<file path="src/hw/rtl/assert_macros.svh">
// Assertion macros used by the top-level RTL file of the inverse kinematics block.
`ifndef ASSERT_MACROS_SVH
`define ASSERT_MACROS_SVH
`ifndef SYNTHESIS
`define TLIK_ASSERT(label, clk, rst_n, prop) \
  label: assert property (@(posedge clk) disable iff (!rst_n) prop) \
    else $error("assertion failed");
`define TLIK_ASSERT_NEVER(label, clk, rst_n, expr) \
  label: assert property (@(posedge clk) disable iff (!rst_n) !(expr)) \
    else $error("forbidden condition seen");
`else
`define TLIK_ASSERT(label, clk, rst_n, prop)
`define TLIK_ASSERT_NEVER(label, clk, rst_n, expr)
`endif
`endif

</file>
<file path="src/hw/rtl/tlik_pkg.sv">
// Package with the shared constants, types and tables of the inverse kinematics block.
package tlik_pkg;

  localparam int CORDIC_STAGES_DEF = 16;
  localparam int POS_BITS_DEF      = 18;

  localparam int LINK_W     = 16;
  localparam logic [LINK_W-1:0] LINK_RESET = 16'd65024;

  localparam int ANG_W      = 19;
  localparam int SUM_W      = 21;
  localparam int POS_KEEP   = 18;
  localparam int POS_SCALE  = 8;
  localparam int VEC_W      = 28;
  localparam int LIM_W      = 34;
  localparam int SQ_SHIFT   = 16;
  localparam int RAD_W      = LIM_W + SQ_SHIFT;
  localparam int ROOT_W     = RAD_W / 2;
  localparam int LEN_W      = LINK_W + POS_SCALE;
  localparam int KINV_W     = 30;
  localparam logic [KINV_W-1:0] KINV_Q30 = 30'd652032874;

  localparam logic signed [ANG_W-1:0] HALF_PI_Q = 19'sd102944;
  localparam logic signed [SUM_W-1:0] PI_Q      = 21'sd205887;
  localparam logic signed [SUM_W-1:0] TWO_PI_Q  = 21'sd411775;
  localparam logic signed [SUM_W-1:0] ANG_LIMIT = 21'sd205888;

  // Side data that rides along with each item through the pipeline units.
  typedef struct packed {
    logic signed [POS_KEEP-1:0] x;
    logic signed [POS_KEEP-1:0] y;
    logic                       left;
    logic                       unreach;
    logic                       origin;
    logic [RAD_W-1:0]           rad_r;
    logic [RAD_W-1:0]           rad_h;
  } alpha_side_t;

  typedef struct packed {
    logic signed [POS_KEEP-1:0] x;
    logic signed [POS_KEEP-1:0] y;
    logic                       left;
    logic                       unreach;
    logic                       origin;
    logic signed [ANG_W-1:0]    alpha;
  } root_side_t;

  typedef struct packed {
    logic signed [POS_KEEP-1:0] x;
    logic signed [POS_KEEP-1:0] y;
    logic                       unreach;
    logic signed [ANG_W-1:0]    t1;
  } rot_side_t;

  typedef struct packed {
    logic                    unreach;
    logic signed [ANG_W-1:0] t1;
  } fin_side_t;

  // Arctangent of 2^-idx in 2^-16 rad, rounded to nearest.
  function automatic logic signed [ANG_W-1:0] arc_at(input int unsigned idx);
    logic signed [ANG_W-1:0] a;
    case (idx)
      0:       a = 19'sd51472;
      1:       a = 19'sd30385;
      2:       a = 19'sd16055;
      3:       a = 19'sd8150;
      4:       a = 19'sd4091;
      5:       a = 19'sd2047;
      6:       a = 19'sd1024;
      7:       a = 19'sd512;
      8:       a = 19'sd256;
      9:       a = 19'sd128;
      10:      a = 19'sd64;
      11:      a = 19'sd32;
      12:      a = 19'sd16;
      13:      a = 19'sd8;
      14:      a = 19'sd4;
      15:      a = 19'sd2;
      16:      a = 19'sd1;
      default: a = '0;
    endcase
    return a;
  endfunction

  function automatic logic signed [ANG_W-1:0] clamp_ang(input logic signed [SUM_W-1:0] a);
    logic signed [ANG_W-1:0] r;
    if (a > ANG_LIMIT) begin
      r = ANG_W'(ANG_LIMIT);
    end else if (a < -ANG_LIMIT) begin
      r = ANG_W'(-ANG_LIMIT);
    end else begin
      r = ANG_W'(a);
    end
    return r;
  endfunction

endpackage

</file>
<file path="src/hw/rtl/tlik_isqrt.sv">
// Pipelined dual integer square root, one result bit per stage.
module tlik_isqrt #(
  parameter int SIDE_W = 1
) (
  input  logic                         clk_i,
  input  logic                         rst_ni,
  input  logic                         en_i,
  input  logic                         valid_i,
  input  logic [tlik_pkg::RAD_W-1:0]   rad_a_i,
  input  logic [tlik_pkg::RAD_W-1:0]   rad_b_i,
  input  logic [SIDE_W-1:0]            side_i,
  output logic                         valid_o,
  output logic [tlik_pkg::ROOT_W-1:0]  root_a_o,
  output logic [tlik_pkg::ROOT_W-1:0]  root_b_o,
  output logic [SIDE_W-1:0]            side_o
);
  import tlik_pkg::*;

  localparam int EW = RAD_W + 2;

  logic [RAD_W-1:0]  ra_q [0:ROOT_W];
  logic [RAD_W-1:0]  rb_q [0:ROOT_W];
  logic [ROOT_W-1:0] qa_q [0:ROOT_W];
  logic [ROOT_W-1:0] qb_q [0:ROOT_W];
  logic [SIDE_W-1:0] side_q [0:ROOT_W];
  logic              v_q [0:ROOT_W];

  always_ff @(posedge clk_i or negedge rst_ni) begin
    if (!rst_ni) begin
      v_q[0] <= 1'b0;
    end else if (en_i) begin
      v_q[0] <= valid_i;
    end
  end

  always_ff @(posedge clk_i) begin
    if (en_i) begin
      ra_q[0]   <= rad_a_i;
      rb_q[0]   <= rad_b_i;
      qa_q[0]   <= '0;
      qb_q[0]   <= '0;
      side_q[0] <= side_i;
    end
  end

  // Each stage tries the next lower root bit: (q + 2^k)^2 - q^2 = 2^(k+1) q + 2^(2k).
  for (genvar j = 0; j < ROOT_W; j++) begin : g_bit
    localparam int K = ROOT_W - 1 - j;
    logic [EW-1:0] ta, tb;
    logic          ge_a, ge_b;

    assign ta   = (EW'(qa_q[j]) << (K + 1)) + (EW'(1) << (2 * K));
    assign tb   = (EW'(qb_q[j]) << (K + 1)) + (EW'(1) << (2 * K));
    assign ge_a = EW'(ra_q[j]) >= ta;
    assign ge_b = EW'(rb_q[j]) >= tb;

    always_ff @(posedge clk_i or negedge rst_ni) begin
      if (!rst_ni) begin
        v_q[j+1] <= 1'b0;
      end else if (en_i) begin
        v_q[j+1] <= v_q[j];
      end
    end

    always_ff @(posedge clk_i) begin
      if (en_i) begin
        ra_q[j+1]   <= ge_a ? RAD_W'(EW'(ra_q[j]) - ta) : ra_q[j];
        rb_q[j+1]   <= ge_b ? RAD_W'(EW'(rb_q[j]) - tb) : rb_q[j];
        qa_q[j+1]   <= ge_a ? (qa_q[j] | (ROOT_W'(1) << K)) : qa_q[j];
        qb_q[j+1]   <= ge_b ? (qb_q[j] | (ROOT_W'(1) << K)) : qb_q[j];
        side_q[j+1] <= side_q[j];
      end
    end
  end

  assign valid_o  = v_q[ROOT_W];
  assign root_a_o = qa_q[ROOT_W];
  assign root_b_o = qb_q[ROOT_W];
  assign side_o   = side_q[ROOT_W];

endmodule

</file>
<file path="config.mk">
export PLATFORM = sky130hd
export DESIGN_NAME = tlik_isqrt
export DESIGN_NICKNAME = d
export VERILOG_FILES = /design/src/hw/rtl/assert_macros.svh /design/src/hw/rtl/tlik_pkg.sv /design/src/hw/rtl/tlik_isqrt.sv
export SDC_FILE = /design/constraint.sdc
export NUM_CORES = 2
export LEC_CHECK = 0
export ABC_CLOCK_PERIOD_IN_PS = 9800
export BUFFER_PORTS_ARGS = -buffer_cell sky130_fd_sc_hd__buf_2
export CAP_MARGIN = 20
export CORE_MARGIN = 5
export CORE_UTILIZATION = 40
export DETAILED_ROUTE_END_ITERATION = 8
export GPL_TIMING_DRIVEN = 0
export SLEW_MARGIN = 40
export SYNTH_ARGS = -nofsm -noshare
export SYNTH_HDL_FRONTEND = slang
export SYNTH_SLANG_ARGS = --single-unit
</file>
<file path="constraint.sdc">
create_clock -name clk_i -period 9.8 [get_ports clk_i]
set_input_delay 0 -clock clk_i [delete_from_list [all_inputs] [get_ports clk_i]]
set_output_delay 0 -clock clk_i [all_outputs]
set_load 0.05 [all_outputs]
</file>
# ---- Word-level counts from Yosys, hierarchy flattened
# Memory sizes are Yosys's and may differ from the RTL's.
# Index checks and enable logic that the tools add are counted.
dict set report totals {
  ff_bits 26
  latchBits 0
  ram_bits 3926
  rom_bits 0
  input_bits 105
  out_inout_bits 52
  word_cells 283
  n_memories 5
}
# memory depth width rd rd_clocked_by_memory_dff wr line
set memory_table {}
lappend memory_table {ra_q 26 50 25 0 26 tlik_isqrt.sv:21} ;# logic [RAD_W-1:0] ra_q [0:ROOT_W];
lappend memory_table {rb_q 26 50 25 0 26 tlik_isqrt.sv:22} ;# logic [RAD_W-1:0] rb_q [0:ROOT_W];
lappend memory_table {qa_q 26 25 26 0 26 tlik_isqrt.sv:23} ;# logic [ROOT_W-1:0] qa_q [0:ROOT_W];
lappend memory_table {qb_q 26 25 26 0 26 tlik_isqrt.sv:24} ;# logic [ROOT_W-1:0] qb_q [0:ROOT_W];
lappend memory_table {side_q 26 1 26 0 26 tlik_isqrt.sv:25} ;# logic [SIDE_W-1:0] side_q [0:ROOT_W];
dict set report classes {
  add_sub_neg 100
  multipliers 0
  div_mod_pow 0
  magnitude_cmp 50
  eq_ne 0
  n_shift 0
  n_mux 102
  bitwise_logic 0
  n_reduce_logical 0
}
# op n
set ops {}
lappend ops {{50-bit 2-to-1 mux} 50}
lappend ops {{50-bit subtractor} 4}
lappend ops {{50-bit by 49-bit adder with 51-bit output (second input constant)} 2}
lappend ops {{50-bit by 51-bit greater-or-equal comparator with 1-bit output} 2}
lappend ops {{49-bit by 47-bit adder with 50-bit output (second input constant)} 2}
lappend ops {{50-bit by 27-bit greater-or-equal comparator with 1-bit output} 2}
lappend ops {{50-bit by 28-bit greater-or-equal comparator with 1-bit output} 2}
lappend ops {{50-bit by 29-bit greater-or-equal comparator with 1-bit output} 2}
lappend ops {{50-bit by 30-bit greater-or-equal comparator with 1-bit output} 2}
lappend ops {{50-bit by 31-bit greater-or-equal comparator with 1-bit output} 2}
lappend ops {{50-bit by 32-bit greater-or-equal comparator with 1-bit output} 2}
lappend ops {{50-bit by 33-bit greater-or-equal comparator with 1-bit output} 2}
lappend ops {{50-bit by 34-bit greater-or-equal comparator with 1-bit output} 2}
lappend ops {{50-bit by 35-bit greater-or-equal comparator with 1-bit output} 2}
lappend ops {{50-bit by 36-bit greater-or-equal comparator with 1-bit output} 2}
lappend ops {{50-bit by 37-bit greater-or-equal comparator with 1-bit output} 2}
lappend ops {{50-bit by 38-bit greater-or-equal comparator with 1-bit output} 2}
lappend ops {{50-bit by 39-bit greater-or-equal comparator with 1-bit output} 2}
lappend ops {{50-bit by 40-bit greater-or-equal comparator with 1-bit output} 2}
lappend ops {{50-bit by 41-bit greater-or-equal comparator with 1-bit output} 2}
lappend ops {{50-bit by 42-bit greater-or-equal comparator with 1-bit output} 2}
lappend ops {{50-bit by 43-bit greater-or-equal comparator with 1-bit output} 2}
lappend ops {{50-bit by 44-bit greater-or-equal comparator with 1-bit output} 2}
lappend ops {{50-bit by 45-bit greater-or-equal comparator with 1-bit output} 2}
lappend ops {{other kinds (76)} 154}

# ---- Logic depth before layout (Yosys ltp)
# An unclocked memory read counts as a cell.
dict set report logic_depth {
  word_depth 4
  depth_mapped 14
  depth_no_buf 12
}

# ---- Least setup slack after synthesis
# No wires, ideal clock.
dict set report synth_timing {
  path_kind {register to register}
  start {mem ra_q[2][380] (netlist bit)}
  end {mem ra_q[3][31] (netlist bit), data pin}
  t_arrival_ns 3.453
  required_time_ns 9.529
  slack_ns 6.076
  path_stages_with_launch 12
  path_buffers 2
  cell_sequence {edfxtp_1 or4_4 or3_4 or4_4 or4_1 or3_1 buf_4 o41ai_2 or2_1 buf_4 nor4_1 xor2_1}
}
# element line
set synth_lines {}
lappend synth_lines {{start: declaration} tlik_isqrt.sv:21}

==> impl_metrics.tcl <==
set metrics [dict create \
    status "finished clean" \
    clock_latency_ps 920 \
    path_buf_inv 3 \
    startpoint_type "register" \
    max_stage_delay_ps 710 \
    synthDistinctLibCells 91 \
    min_period_ps 5130 \
    ant_nets 0 \
    final_core_util_pct 45.9 \
    crit_arrival_ps 5740 \
    yosys_most_used_dff "edfxtp_1" \
    grt_usage_pct 15.8 \
    post-cts-setup-buffers 0 \
    synth_top_area_cell "edfxtp_1" \
    nets 13000 \
    layout_commonest_cell "edfxtp_1" \
    grt_pass1_vias 89600 \
    vias 88100 \
    critical_path.top_delay_family "compound AO/OA/AOI/OAI gates" \
    rows 224 \
    cts_tree "built" \
    die_y_microns 620 \
    setup_viol_count_final 0 \
    clock_sinks 3202 \
    crit_path_cell_trace "ha_1, nand4_1, a2111oi_1, o21bai_1, a31oi_1, nor3b_1, nand2b_1, clkbuf_1, clkbuf_1, buf_1, a21oi_1" \
    rsz0062_at_grt "no" \
    leakagePower_nw 63.3 \
    io_pins 157 \
    drtIter0Drc 4529 \
    setup_tns_ps 0 \
    slew_violations 0 \
    worst_pin_slew_ps 953 \
    ys_ff_latch 3202 \
    worstPathMaxFanout 10 \
    synth_edf_count 3176 \
    drt_pre_antenna_iters 6 \
    wirelength_mm 308 \
    drc_errors 0 \
    criticalPathCategory "register to register" \
    finClkSkew_ps 47.3 \
    syn_area_sq_um 149000 \
    dp_hpwl_mm 231 \
    drive_above_1_share_pct 7.43 \
    cts_buffers 347 \
    holdBufCountCts 208 \
    dieWidth_microns 620 \
    critPathMostFrequentCell "clkbuf_1" \
    final_area_sq_um 170000 \
    post-route-period-util_pct 52.4 \
    htreeDepth 5 \
    ys_seq_area_share_pct 64.5 \
    irDropWorstVdd_mv 0.185 \
    grt.overflow.total 0 \
    synth_top_cells_by_area "edfxtp_1 64%, ha_1 5.8%, xnor2_1 3.4%" \
    min-delay-start "en_i" \
    p_per_area_nw_per_um2 221 \
    grt_max_degree 119 \
    postCtsResizedCells 0 \
    place.gp.congestion 0.948 \
    path_clk_slew_ps 60 \
    fmax_mhz 195 \
    final_cell_mix "3176 x edfxtp_1, 891 x inv_1, 720 x nand2_1" \
    worst_slack_ps 4670 \
    vias_per_cell 5.04 \
    drv_cap 0 \
    avgSynthCellArea_sq_um 13.0 \
    slowest_stage "a2111oi_1" \
    syn_nets 12300 \
    place_area_sq_um 157000 \
    portBuffers 156 \
    ys_warn_count 0 \
    die_area_sq_um 384000 \
    crit_path_end_kind "register" \
    hold_class "input pin to register" \
    start_util_pct 40.1 \
    synth_top_area_share_pct 64.1 \
    place_ws_ps 4600 \
    ctsLongestPathBuffers 4 \
    grt_pass1_wl_mm 489 \
    hold_violations 0 \
    required_ps 10400 \
    syn-instance-count 11500 \
    reg2reg_from "rb_q[11][57]" \
    wire_per_inst_microns 17.6 \
    root_buffer "clkbuf_16" \
    async_flop_share_pct 0.812 \
    startpoint "rb_q[11][57]" \
    antenna_found_initial 4 \
    core_area_sq_um 371000 \
    relSlewSlack_pct 35.9 \
    flow.area_growth_from_synthesis_pct 14.4 \
]
==> synthesized netlist by cell type (26+ instances only) <==
cell type,n
or3_1,115
nor3b_1,30
nand4b_1,43
xor2_1,437
o31ai_1,73
nand2b_1,139
o211ai_1,27
nor2_1,712
a211oi_1,60
a21oi_1,628
and3_1,54
xnor2_1,570
and2_1,36
edfxtp_1,3176
nand4_1,175
dfrtp_1,26
clkbuf_1,169
a21o_1,215
mux2_2,114
nor4_1,373
ha_1,692
o21ai_0,539
nand3_1,216
o21bai_1,55
a31oi_1,50
nor2b_1,108
o21a_1,132
nand3b_1,51
a21boi_0,32
or4_1,66
inv_1,891
nor3_1,322
nor4b_1,58
nand2_1,720
or2_2,36
==> final cells by class <==
type / instances / area, sq um
Antenna cell: 1 / 2.50
Buffer: 192 / 731
Clock buffer: 423 / 9210
Clock inverter: 201 / 1980
Fill cell: 33100 / 201000
Inverter: 894 / 3360
Multi-Input combinational cell: 7191 / 49000
Sequential cell: 3202 / 96000
Tap cell: 4972 / 6220
Timing Repair Buffer: 400 / 3760
==> worst register-to-register path: cells and delay by family, from the launching register on <==
family / cells / cell delay (ps)
AOI/OAI and AO/OA: 4 / 1750
buffers and inverters: 3 / 1580
and+or+nand+nor: 3 / 690
DFF: 1 / 420
adders and majority gates: 1 / 400
==> registers in the layout, summed over array words and instances (netlist names) <==
signal and count:
side_q 26, valid_o 1, v_q 25, ra_q 1250, qa_q 325, qb_q 325
rb_q 1250
==> final timing paths <==
path	to	slack [ps]	depth (start not counted)
max in group asynchronous	v_q[14]	9530	4
min reg2reg	side_q[1][1]	410	0
min	qa_q[0][49]	110	2
max	rb_q[12][26]	4670	11
min in group asynchronous	v_q[24]	120	4
max reg2reg	rb_q[12][26]	4670	11
==> logic make-up (layout without fill, tap and decap cells) <==
kind of cell             count (synthesis)  after routing  synth area share [%]
AO/OA/AOI/OAI                         2047           2047                  8.54
buffers and inverters                 1086           2110                  2.75
flip-flops                            3202           3202                  64.5
other                                    0              1                     0
adder cells (fa/ha/maj)                692            692                  5.82
XOR/XNOR                              1007           1007                  5.93
AND/OR/NAND/NOR                       3321           3321                  11.5
multiplexers                           124            124                 0.930
==> report_power, final <==
part,switching (mW),total [mW],leakage (nW),internal (mW)
combinational,3.78,6.57,27.1,2.79
clock,5.22,12.7,5.44,7.51
sequential,1.14,18.3,30.8,17.2
==> per-stage QoR <==
stage	power [mW]	hold slack, ps	cells
5_1_grt	39.5	100	17500
3_5_place_dp	25.1	21.2	16600
3_3_place_gp	26.3	20.0	16600
6_report	37.6	105	17500
2_1_floorplan	22.9	-296	11500
4_1_cts	38.0	7.44	17500
==> layer usage <==
metal	part of all wire [%]	up-vias	global-route usage, %
met1	38	41300	17.1
li1	-	44500	-
met3	3.1	714	1.96
met4	6.3	0	8.85
met2	52	1477	29.8
met5	0	-	0
Note: power is estimated with default switching activity, not from simulation.
