<file path="src/hw/rtl/assert_macros.svh">
// Assertion macros used by the top-level RTL file of the inverse kinematics block.
`ifndef ASSERT_MACROS_SVH
`define ASSERT_MACROS_SVH
`ifndef SYNTHESIS
`define TLIK_ASSERT(label, clk, rst_n, prop) \
  label: assert property (@(posedge clk) disable iff (!rst_n) prop) \
    else $error("assertion failed");
`define TLIK_ASSERT_NEVER(label, clk, rst_n, expr) \
  label: assert property (@(posedge clk) disable iff (!rst_n) !(expr)) \
    else $error("forbidden condition seen");
`else
`define TLIK_ASSERT(label, clk, rst_n, prop)
`define TLIK_ASSERT_NEVER(label, clk, rst_n, expr)
`endif
`endif

</file>
<file path="src/hw/rtl/tlik_pkg.sv">
// Package with the shared constants, types and tables of the inverse kinematics block.
package tlik_pkg;

  localparam int CORDIC_STAGES_DEF = 16;
  localparam int POS_BITS_DEF      = 18;

  localparam int LINK_W     = 16;
  localparam logic [LINK_W-1:0] LINK_RESET = 16'd65024;

  localparam int ANG_W      = 19;
  localparam int SUM_W      = 21;
  localparam int POS_KEEP   = 18;
  localparam int POS_SCALE  = 8;
  localparam int VEC_W      = 28;
  localparam int LIM_W      = 34;
  localparam int SQ_SHIFT   = 16;
  localparam int RAD_W      = LIM_W + SQ_SHIFT;
  localparam int ROOT_W     = RAD_W / 2;
  localparam int LEN_W      = LINK_W + POS_SCALE;
  localparam int KINV_W     = 30;
  localparam logic [KINV_W-1:0] KINV_Q30 = 30'd652032874;

  localparam logic signed [ANG_W-1:0] HALF_PI_Q = 19'sd102944;
  localparam logic signed [SUM_W-1:0] PI_Q      = 21'sd205887;
  localparam logic signed [SUM_W-1:0] TWO_PI_Q  = 21'sd411775;
  localparam logic signed [SUM_W-1:0] ANG_LIMIT = 21'sd205888;

  // Side data that rides along with each item through the pipeline units.
  typedef struct packed {
    logic signed [POS_KEEP-1:0] x;
    logic signed [POS_KEEP-1:0] y;
    logic                       left;
    logic                       unreach;
    logic                       origin;
    logic [RAD_W-1:0]           rad_r;
    logic [RAD_W-1:0]           rad_h;
  } alpha_side_t;

  typedef struct packed {
    logic signed [POS_KEEP-1:0] x;
    logic signed [POS_KEEP-1:0] y;
    logic                       left;
    logic                       unreach;
    logic                       origin;
    logic signed [ANG_W-1:0]    alpha;
  } root_side_t;

  typedef struct packed {
    logic signed [POS_KEEP-1:0] x;
    logic signed [POS_KEEP-1:0] y;
    logic                       unreach;
    logic signed [ANG_W-1:0]    t1;
  } rot_side_t;

  typedef struct packed {
    logic                    unreach;
    logic signed [ANG_W-1:0] t1;
  } fin_side_t;

  // Arctangent of 2^-idx in 2^-16 rad, rounded to nearest.
  function automatic logic signed [ANG_W-1:0] arc_at(input int unsigned idx);
    logic signed [ANG_W-1:0] a;
    case (idx)
      0:       a = 19'sd51472;
      1:       a = 19'sd30385;
      2:       a = 19'sd16055;
      3:       a = 19'sd8150;
      4:       a = 19'sd4091;
      5:       a = 19'sd2047;
      6:       a = 19'sd1024;
      7:       a = 19'sd512;
      8:       a = 19'sd256;
      9:       a = 19'sd128;
      10:      a = 19'sd64;
      11:      a = 19'sd32;
      12:      a = 19'sd16;
      13:      a = 19'sd8;
      14:      a = 19'sd4;
      15:      a = 19'sd2;
      16:      a = 19'sd1;
      default: a = '0;
    endcase
    return a;
  endfunction

  function automatic logic signed [ANG_W-1:0] clamp_ang(input logic signed [SUM_W-1:0] a);
    logic signed [ANG_W-1:0] r;
    if (a > ANG_LIMIT) begin
      r = ANG_W'(ANG_LIMIT);
    end else if (a < -ANG_LIMIT) begin
      r = ANG_W'(-ANG_LIMIT);
    end else begin
      r = ANG_W'(a);
    end
    return r;
  endfunction

endpackage

</file>
<file path="src/hw/rtl/tlik_rot.sv">
// Pipelined rotation CORDIC that returns len*cos(ang) and len*sin(ang).
module tlik_rot #(
  parameter int STAGES = tlik_pkg::CORDIC_STAGES_DEF,
  parameter int SIDE_W = 1
) (
  input  logic                              clk_i,
  input  logic                              rst_ni,
  input  logic                              en_i,
  input  logic                              valid_i,
  input  logic [tlik_pkg::LEN_W-1:0]        len_i,
  input  logic signed [tlik_pkg::ANG_W-1:0] ang_i,
  input  logic [SIDE_W-1:0]                 side_i,
  output logic                              valid_o,
  output logic signed [tlik_pkg::VEC_W-1:0] cos_o,
  output logic signed [tlik_pkg::VEC_W-1:0] sin_o,
  output logic [SIDE_W-1:0]                 side_o
);
  import tlik_pkg::*;

  localparam int PW = LEN_W + KINV_W;

  logic [PW-1:0]           prod;
  logic                    p_v_q;
  logic signed [VEC_W-1:0] p_x_q;
  logic signed [ANG_W-1:0] p_ang_q;
  logic [SIDE_W-1:0]       p_side_q;

  logic signed [VEC_W-1:0] x_q [0:STAGES];
  logic signed [VEC_W-1:0] y_q [0:STAGES];
  logic signed [ANG_W-1:0] z_q [0:STAGES];
  logic [SIDE_W-1:0]       side_q [0:STAGES];
  logic                    v_q [0:STAGES];

  logic signed [VEC_W-1:0] x0, y0;
  logic signed [ANG_W-1:0] z0;

  // Start vector is the length scaled by the inverse CORDIC gain.
  assign prod = PW'(len_i) * PW'(KINV_Q30);

  always_ff @(posedge clk_i or negedge rst_ni) begin
    if (!rst_ni) begin
      p_v_q  <= 1'b0;
      v_q[0] <= 1'b0;
    end else if (en_i) begin
      p_v_q  <= valid_i;
      v_q[0] <= p_v_q;
    end
  end

  always_comb begin
    x0 = p_x_q;
    y0 = '0;
    z0 = p_ang_q;
    if (p_ang_q > HALF_PI_Q) begin
      x0 = '0;
      y0 = p_x_q;
      z0 = p_ang_q - HALF_PI_Q;
    end else if (p_ang_q < -HALF_PI_Q) begin
      x0 = '0;
      y0 = -p_x_q;
      z0 = p_ang_q + HALF_PI_Q;
    end
  end

  always_ff @(posedge clk_i) begin
    if (en_i) begin
      p_x_q     <= VEC_W'(prod[PW-1:KINV_W]);
      p_ang_q   <= ang_i;
      p_side_q  <= side_i;
      x_q[0]    <= x0;
      y_q[0]    <= y0;
      z_q[0]    <= z0;
      side_q[0] <= p_side_q;
    end
  end

  for (genvar i = 0; i < STAGES; i++) begin : g_stage
    logic signed [VEC_W-1:0] dx, dy;
    logic signed [ANG_W-1:0] arc;

    assign dx  = x_q[i] >>> i;
    assign dy  = y_q[i] >>> i;
    assign arc = arc_at(i);

    always_ff @(posedge clk_i or negedge rst_ni) begin
      if (!rst_ni) begin
        v_q[i+1] <= 1'b0;
      end else if (en_i) begin
        v_q[i+1] <= v_q[i];
      end
    end

    always_ff @(posedge clk_i) begin
      if (en_i) begin
        if (!z_q[i][ANG_W-1]) begin
          x_q[i+1] <= x_q[i] - dy;
          y_q[i+1] <= y_q[i] + dx;
          z_q[i+1] <= z_q[i] - arc;
        end else begin
          x_q[i+1] <= x_q[i] + dy;
          y_q[i+1] <= y_q[i] - dx;
          z_q[i+1] <= z_q[i] + arc;
        end
        side_q[i+1] <= side_q[i];
      end
    end
  end

  assign valid_o = v_q[STAGES];
  assign cos_o   = x_q[STAGES];
  assign sin_o   = y_q[STAGES];
  assign side_o  = side_q[STAGES];

endmodule

</file>
<file path="config.mk">
export PLATFORM = sky130hd
export DESIGN_NAME = tlik_rot
export DESIGN_NICKNAME = d
export VERILOG_FILES = /design/src/hw/rtl/assert_macros.svh /design/src/hw/rtl/tlik_pkg.sv /design/src/hw/rtl/tlik_rot.sv
export SDC_FILE = /design/constraint.sdc
export NUM_CORES = 2
export LEC_CHECK = 0
export BUFFER_PORTS_ARGS = -buffer_cell sky130_fd_sc_hd__buf_4
export CORE_AREA = 2 2 536 538
export CTS_CLUSTER_DIAMETER = 30
export CTS_CLUSTER_SIZE = 24
export DETAILED_ROUTE_END_ITERATION = 7
export DIE_AREA = 0 0 538 540
export GPL_TIMING_DRIVEN = 1
export PLACE_DENSITY = 0.61
export SETUP_SLACK_MARGIN = 0.3
export SLEW_MARGIN = 25
export SYNTH_ARGS = -nofsm -noshare
export SYNTH_HDL_FRONTEND = slang
export SYNTH_SLANG_ARGS = --single-unit
</file>
<file path="constraint.sdc">
create_clock -name clk_i -period 6.6 [get_ports clk_i]
set_clock_uncertainty 0.1 [all_clocks]
set_input_delay 0.66 -clock clk_i [delete_from_list [all_inputs] [get_ports clk_i]]
set_output_delay 0.66 -clock clk_i [all_outputs]
set_load 0.02 [all_outputs]
</file>
Word level (Yosys, flattened, before mapping)
Memories as Yosys holds them, arrays and structs flattened.
Cells that the tools add are included.
- $add $sub $neg: 98
- order comparisons: 2
- bitwise operators: 48
- mux-type cells: 152
- multiply operators: 1
- operators by type and width (kind ; count):
    $mux W28 ; 35
    $mux W19 ; 18
    $mux W1 ; 98
    $add A28 B13 Y28 ; 2
    $add A28 B14 Y28 ; 2
    $add A28 B15 Y28 ; 2
    $add A28 B16 Y28 ; 2
    $add A28 B17 Y28 ; 2
    $add A28 B18 Y28 ; 2
    $add A28 B19 Y28 ; 2
    $add A28 B20 Y28 ; 2
    $add A28 B21 Y28 ; 2
    $add A28 B22 Y28 ; 2
    $add A28 B23 Y28 ; 2
    $add A28 B24 Y28 ; 2
    $add A28 B25 Y28 ; 2
    $add A28 B26 Y28 ; 2
    $add A28 B27 Y28 ; 2
    $sub A28 B13 Y28 ; 2
    $sub A28 B14 Y28 ; 2
    $sub A28 B15 Y28 ; 2
    $sub A28 B16 Y28 ; 2
    $sub A28 B17 Y28 ; 2
    $sub A28 B18 Y28 ; 2
    49 further kinds ; 108
- memory bits (writable): 1292
- bits of input ports: 48
- word-level logic and storage cells: 326
- memories kept: 4
- output and inout port bits: 58
- register bits: 62
- memory list (memory ; words ; bits a word ; rd ports ; clocked after Yosys merged registers in ; wr ports ; line ; source):
    x_q ; 17 ; 28 ; 17 ; 0 ; 17 ; tlik_rot.sv:28 ; logic signed [VEC_W-1:0] x_q [0:STAGES];
    y_q ; 17 ; 28 ; 17 ; 0 ; 17 ; tlik_rot.sv:29 ; logic signed [VEC_W-1:0] y_q [0:STAGES];
    z_q ; 17 ; 19 ; 16 ; 0 ; 17 ; tlik_rot.sv:30 ; logic signed [ANG_W-1:0] z_q [0:STAGES];
    side_q ; 17 ; 1 ; 17 ; 0 ; 17 ; tlik_rot.sv:31 ; logic [SIDE_W-1:0] side_q [0:STAGES];

Longest topological paths before layout
An unclocked memory read counts as a cell.
- word-level depth: 5
- mapped depth: 28

Worst setup path after synthesis
Ideal clock, no wire load.
- path type: input -> register
- start: in len_i[6] in the netlist's numbering
- end: reg p_x_q[21] (data pin)
- data arrival time: 6.815 ns
- data required time: 6.234 ns
- slack: -0.581 ns
- buffers on the path: 0
- library setup time: 0.266 ns
- cell stages on the path: 25
- cells stage by stage: ha_1 inv_1 fa_1 inv_1 fa_1 inv_1 fa_1 fa_1 inv_1 fa_1 inv_1 fa_1 inv_1 ha_1 nand4_1 nor4_1 a2111oi_0 a211oi_1 o2111ai_1 o2111ai_1 and3_1 o31ai_1 nor2_1 a2111oi_0 nor2_1
- longest elaborated chain between the ends: 1
- RTL lines (item ; line ; source):
    start, declared ; tlik_rot.sv:10 ; input logic [tlik_pkg::LEN_W-1:0] len_i,
    $mul A24 B29 Y53 ; tlik_rot.sv:38 ; assign prod = PW'(len_i) * PW'(KINV_Q30);
    net prod[51] ; tlik_rot.sv:22 ; logic [PW-1:0] prod;
    end signal, assigned ; tlik_rot.sv:67 ; p_x_q <= VEC_W'(prod[PW-1:KINV_W]);
    end, declared ; tlik_rot.sv:24 ; logic signed [VEC_W-1:0] p_x_q;
The timed path passes the listed nets, and every way through them passes these cells.
A chain may end at the register's enable or synchronous reset.

Worst setup path after layout
- start: in len_i[14] in the netlist's numbering
- end: reg p_x_q[17] (data pin)
The elaborated chain is that of the path after synthesis.

==> key figures <==
Worst setup path
  • Worst Setup SP: len_i[14]
  • Crit path DAT: 7010 ps
  • Critical Path Sink Type: register
  • WP data required: 7220 ps
  • Reg2Reg Depth: 15
  • Worst r2r src: x_q[5][10]$_DFFE_PP_
  • CP startpoint kind: input port
  • Setup slack, reg-to-reg: 960 ps
  • Crit path kind: input port to register
  • CP max FO: 3

Min path
  • Min-delay src: en_i
  • Worst min-delay path category: input port to register
  • Hold depth: 1

Global route
  • Antenna violations before repair: 2
  • Largest net degree at the start of global routing: about 160
  • Tot GR Track Use: 20.8%
  • First-pass GRT wire length: 484000 um
  • Vias in the first global route: approximately 87000
  • Remaining Overflow, GRT: 0

Floorplanning
  • Row cnt: ~200
  • # IOs: 106
  • Die height: around 540 um
  • Starting Density: 39.8%
  • Die W: about 540 um
  • Core ar.: 284000 um^2
  • Die area: 291000 um^2

Timing
  • Worst-margin pin slew: 1100 ps
  • Final setup viols: 0
  • Rel. slew slack: 25.9%
  • Hold Fails Final Rpt: 0
  • Tmin final: between 6000 and 7000 ps
  • Unrepaired setup endpoints after global routing: true
  • Final worst setup slack: 210 ps
  • Max Fclk: 0.156 GHz
  • Slew Limit Fails: 0
  • Fin crit share: between 90% and 100%

Outcome
  • Status: finished clean

Routing
  • Top layer reached by signal wires: met4
  • Antenna-violating nets left: 0
  • Total routed wirelength: 308000 um
  • Initial DRC count: about 5800
  • DRC violations left: 0
  • DR vias: 87200
  • Wire length on met1: 136000 um
  • Routed vias/inst: approximately 5.4
  • WL/cell: 19.2 um
  • Met3 wire len: 13000 um
  • First drt pass iteration count: 7
  • Routed length on met2: between 150000 and 200000 um

Synthesis
  • Ys Warns: 0
  • Ys async rst share: 1.39%
  • Syn avg cell area: a little under 10 um^2
  • Seq/Total Area, Yosys: 34.2%
  • Number of synthesized register bits: 1294
  • Post-synth EDFFs: 1276
  • Synth Instances: 11400
  • Top FF cell, synth: edfxtp_1
  • Mapped Nets: 13200
  • Netlist cell types: 86
  • Mapped Area: 113000 um^2

Clock tree
  • CTS clk-pin slew, worst paths: roughly 40 ps
  • CTS tree: done
  • CTS root buf: clkbuf_16
  • Bufs on Longest Clock Path: 4
  • H-tree levels: 5
  • Clock sinks: 1294
  • Worst-Skew Late Latency: 900 ps
  • TritonCTS buffer count: ~330

Layout
  • Most common cell after layout, fill and taps aside: ha_1
  • Layout cells sized above 1: 10.3%
  • Final Instance Area: between 100000 and 150000 um^2
  • Core Util, Final: 46.8%
  • Nets: 13700
  • Most frequent cells in the layout: ha_1 (1308), edfxtp_1 (1276), a21oi_1 (1059)
  • P&R area growth vs syn: 17.4%

Job
  • Max-cap violations: 0

Placed design
  • Detail Placement HPWL: about 250000 um
  • Dpl cell area: 121000 um^2
  • Number of port buffers: 105
  • GP Congestion: 0.918
  • Place WS: -1590 ps
[worst paths after layout]
check / endpoint
setup reg to reg: y_q[6][26]$_DFFE_PP_
max in group asynchronous: valid_o$_DFFE_PN0P_
min in group asynchronous: v_q[1]$_DFFE_PN0P_
hold reg to reg: z_q[13][2]$_DFFE_PP_
hold / removal: y_q[4][21]$_DFFE_PP_
setup / recovery: p_x_q[17]$_DFFE_PP_
[registers in the layout (all words and copies together) (netlist names)]
| register | cells |
|---|---|
| side_q | 17 |
| x_q | 472 |
| z_q | 268 |
| p_v_q | 1 |
| v_q | 16 |
| valid_o | 1 |
| p_side_q | 1 |
| p_ang_q | 19 |
| y_q | 475 |
| p_x_q | 24 |
[synth_stat cells (16+ instances only)]
master     number  share of area [%]
a21o_1        418                2.8
and4_1         27               0.21
o21a_1        141               0.93
edfxtp_1     1276                 34
or3_1         113               0.62
a21boi_0       31               0.21
or2_2          38               0.21
nor3b_1        17               0.11
or4_1          36               0.24
o31a_1         17               0.13
o31ai_1       113               0.75
a21oi_1      1065                4.7
xor2_1        486                3.8
nor4_1         65               0.36
a211oi_1       83               0.55
nor3_1        277                1.2
and2_1         55               0.30
a41oi_1        17               0.13
o41ai_1        67               0.52
nor2_1        773                2.6
mux2_2         57               0.57
buf_1          33               0.11
ha_1         1349                 15
nor2b_1       135               0.75
inv_1         914                3.0
o21ai_0       488                2.2
clkbuf_1      173               0.57
a31o_2         22               0.17
dfrtp_1        18               0.40
o21bai_1      173                1.1
mux2i_1        63               0.56
xnor2_1      1052                8.1
a311oi_1       16               0.12
a221oi_1       17               0.13
nand4_1        52               0.29
o211ai_1       44               0.29
and3_1        113               0.62
a2111oi_0      39               0.30
fa_1          335                5.9
a31oi_1        65               0.36
o21ai_1        82               0.36
nand2b_1      165               0.91
nand3_1       139               0.61
a211o_1        21               0.16
nand2_1       568                1.9
[kinds of logic (layout without fill, tap and decap cells)]
logic type               after synthesis  count (layout)  share of synthesized area (%)
XOR/XNOR                            1538            1538                           11.9
AO/OA/AOI/OAI                       3057            3057                           17.0
flip-flops                          1294            1294                           34.2
AND/OR/NAND/NOR                     2610            2610                           11.2
buffers and inverters               1132            1976                           3.76
multiplexers                         120             120                           1.12
adder cells (fa/ha/maj)             1684            1684                           20.8
other                                  0               2                              0
[layer usage]
metal	up-vias	GRT usage (%)
li1	42700	-
met1	41900	27.0
met2	2069	36.1
met3	467	2.34
met4	0	6.09
met5	-	0
[what timing repair did]
action	4_1_cts	5_1_grt
setup buffers	12	9
hold endpoints to repair	39	0
hold buffers	22	0
gates cloned	0	0
endpoints found under the setup margin	21	21
pin swaps	79	88
resized for setup	92	64
[critical path, stage by stage]
cell and delay [ps]:
buf_8 100, fa_2 560, inv_2 50, fa_2 590, inv_2 50, fa_2 560, fa_1 450, fa_1 460
fa_1 490, inv_1 50, fa_1 490, inv_2 50, ha_4 260, and4_4 230, and4_4 260, nand3_4 80
a211oi_4 190, buf_12 150, o2111ai_4 180, o2111ai_4 290, and2_4 200, buf_4 120, a31oi_4 100, nand2b_4 170
a211oi_2 200
[cell type report]
| cell class | instances | area, um^2 |
|---|---|---|
| Tap cell | 3762 | 4710 |
| Clock buffer | 371 | 8430 |
| Multi-Input combinational cell | 9009 | 71200 |
| Inverter | 921 | 3460 |
| Timing Repair Buffer | 458 | 3740 |
| Sequential cell | 1294 | 38800 |
| Clock inverter | 226 | 2760 |
| Antenna cell | 2 | 5.00 |
| Fill cell | 26500 | 151000 |
[through the flow]
step / hold WS, ps / TNS [ps] / std cells
2_1_floorplan: 264 / -600 / 11400
3_3_place_gp: 302 / -28100 / 15400
3_5_place_dp: 306 / -27450 / 15400
4_1_cts: 61.3 / 0 / 16000
5_1_grt: 94.2 / 0 / 16000
6_report: 140 / 0 / 16000
Power is not shown: default switching activity piles up to over one toggle a cycle in this logic, so the estimate is an artifact.
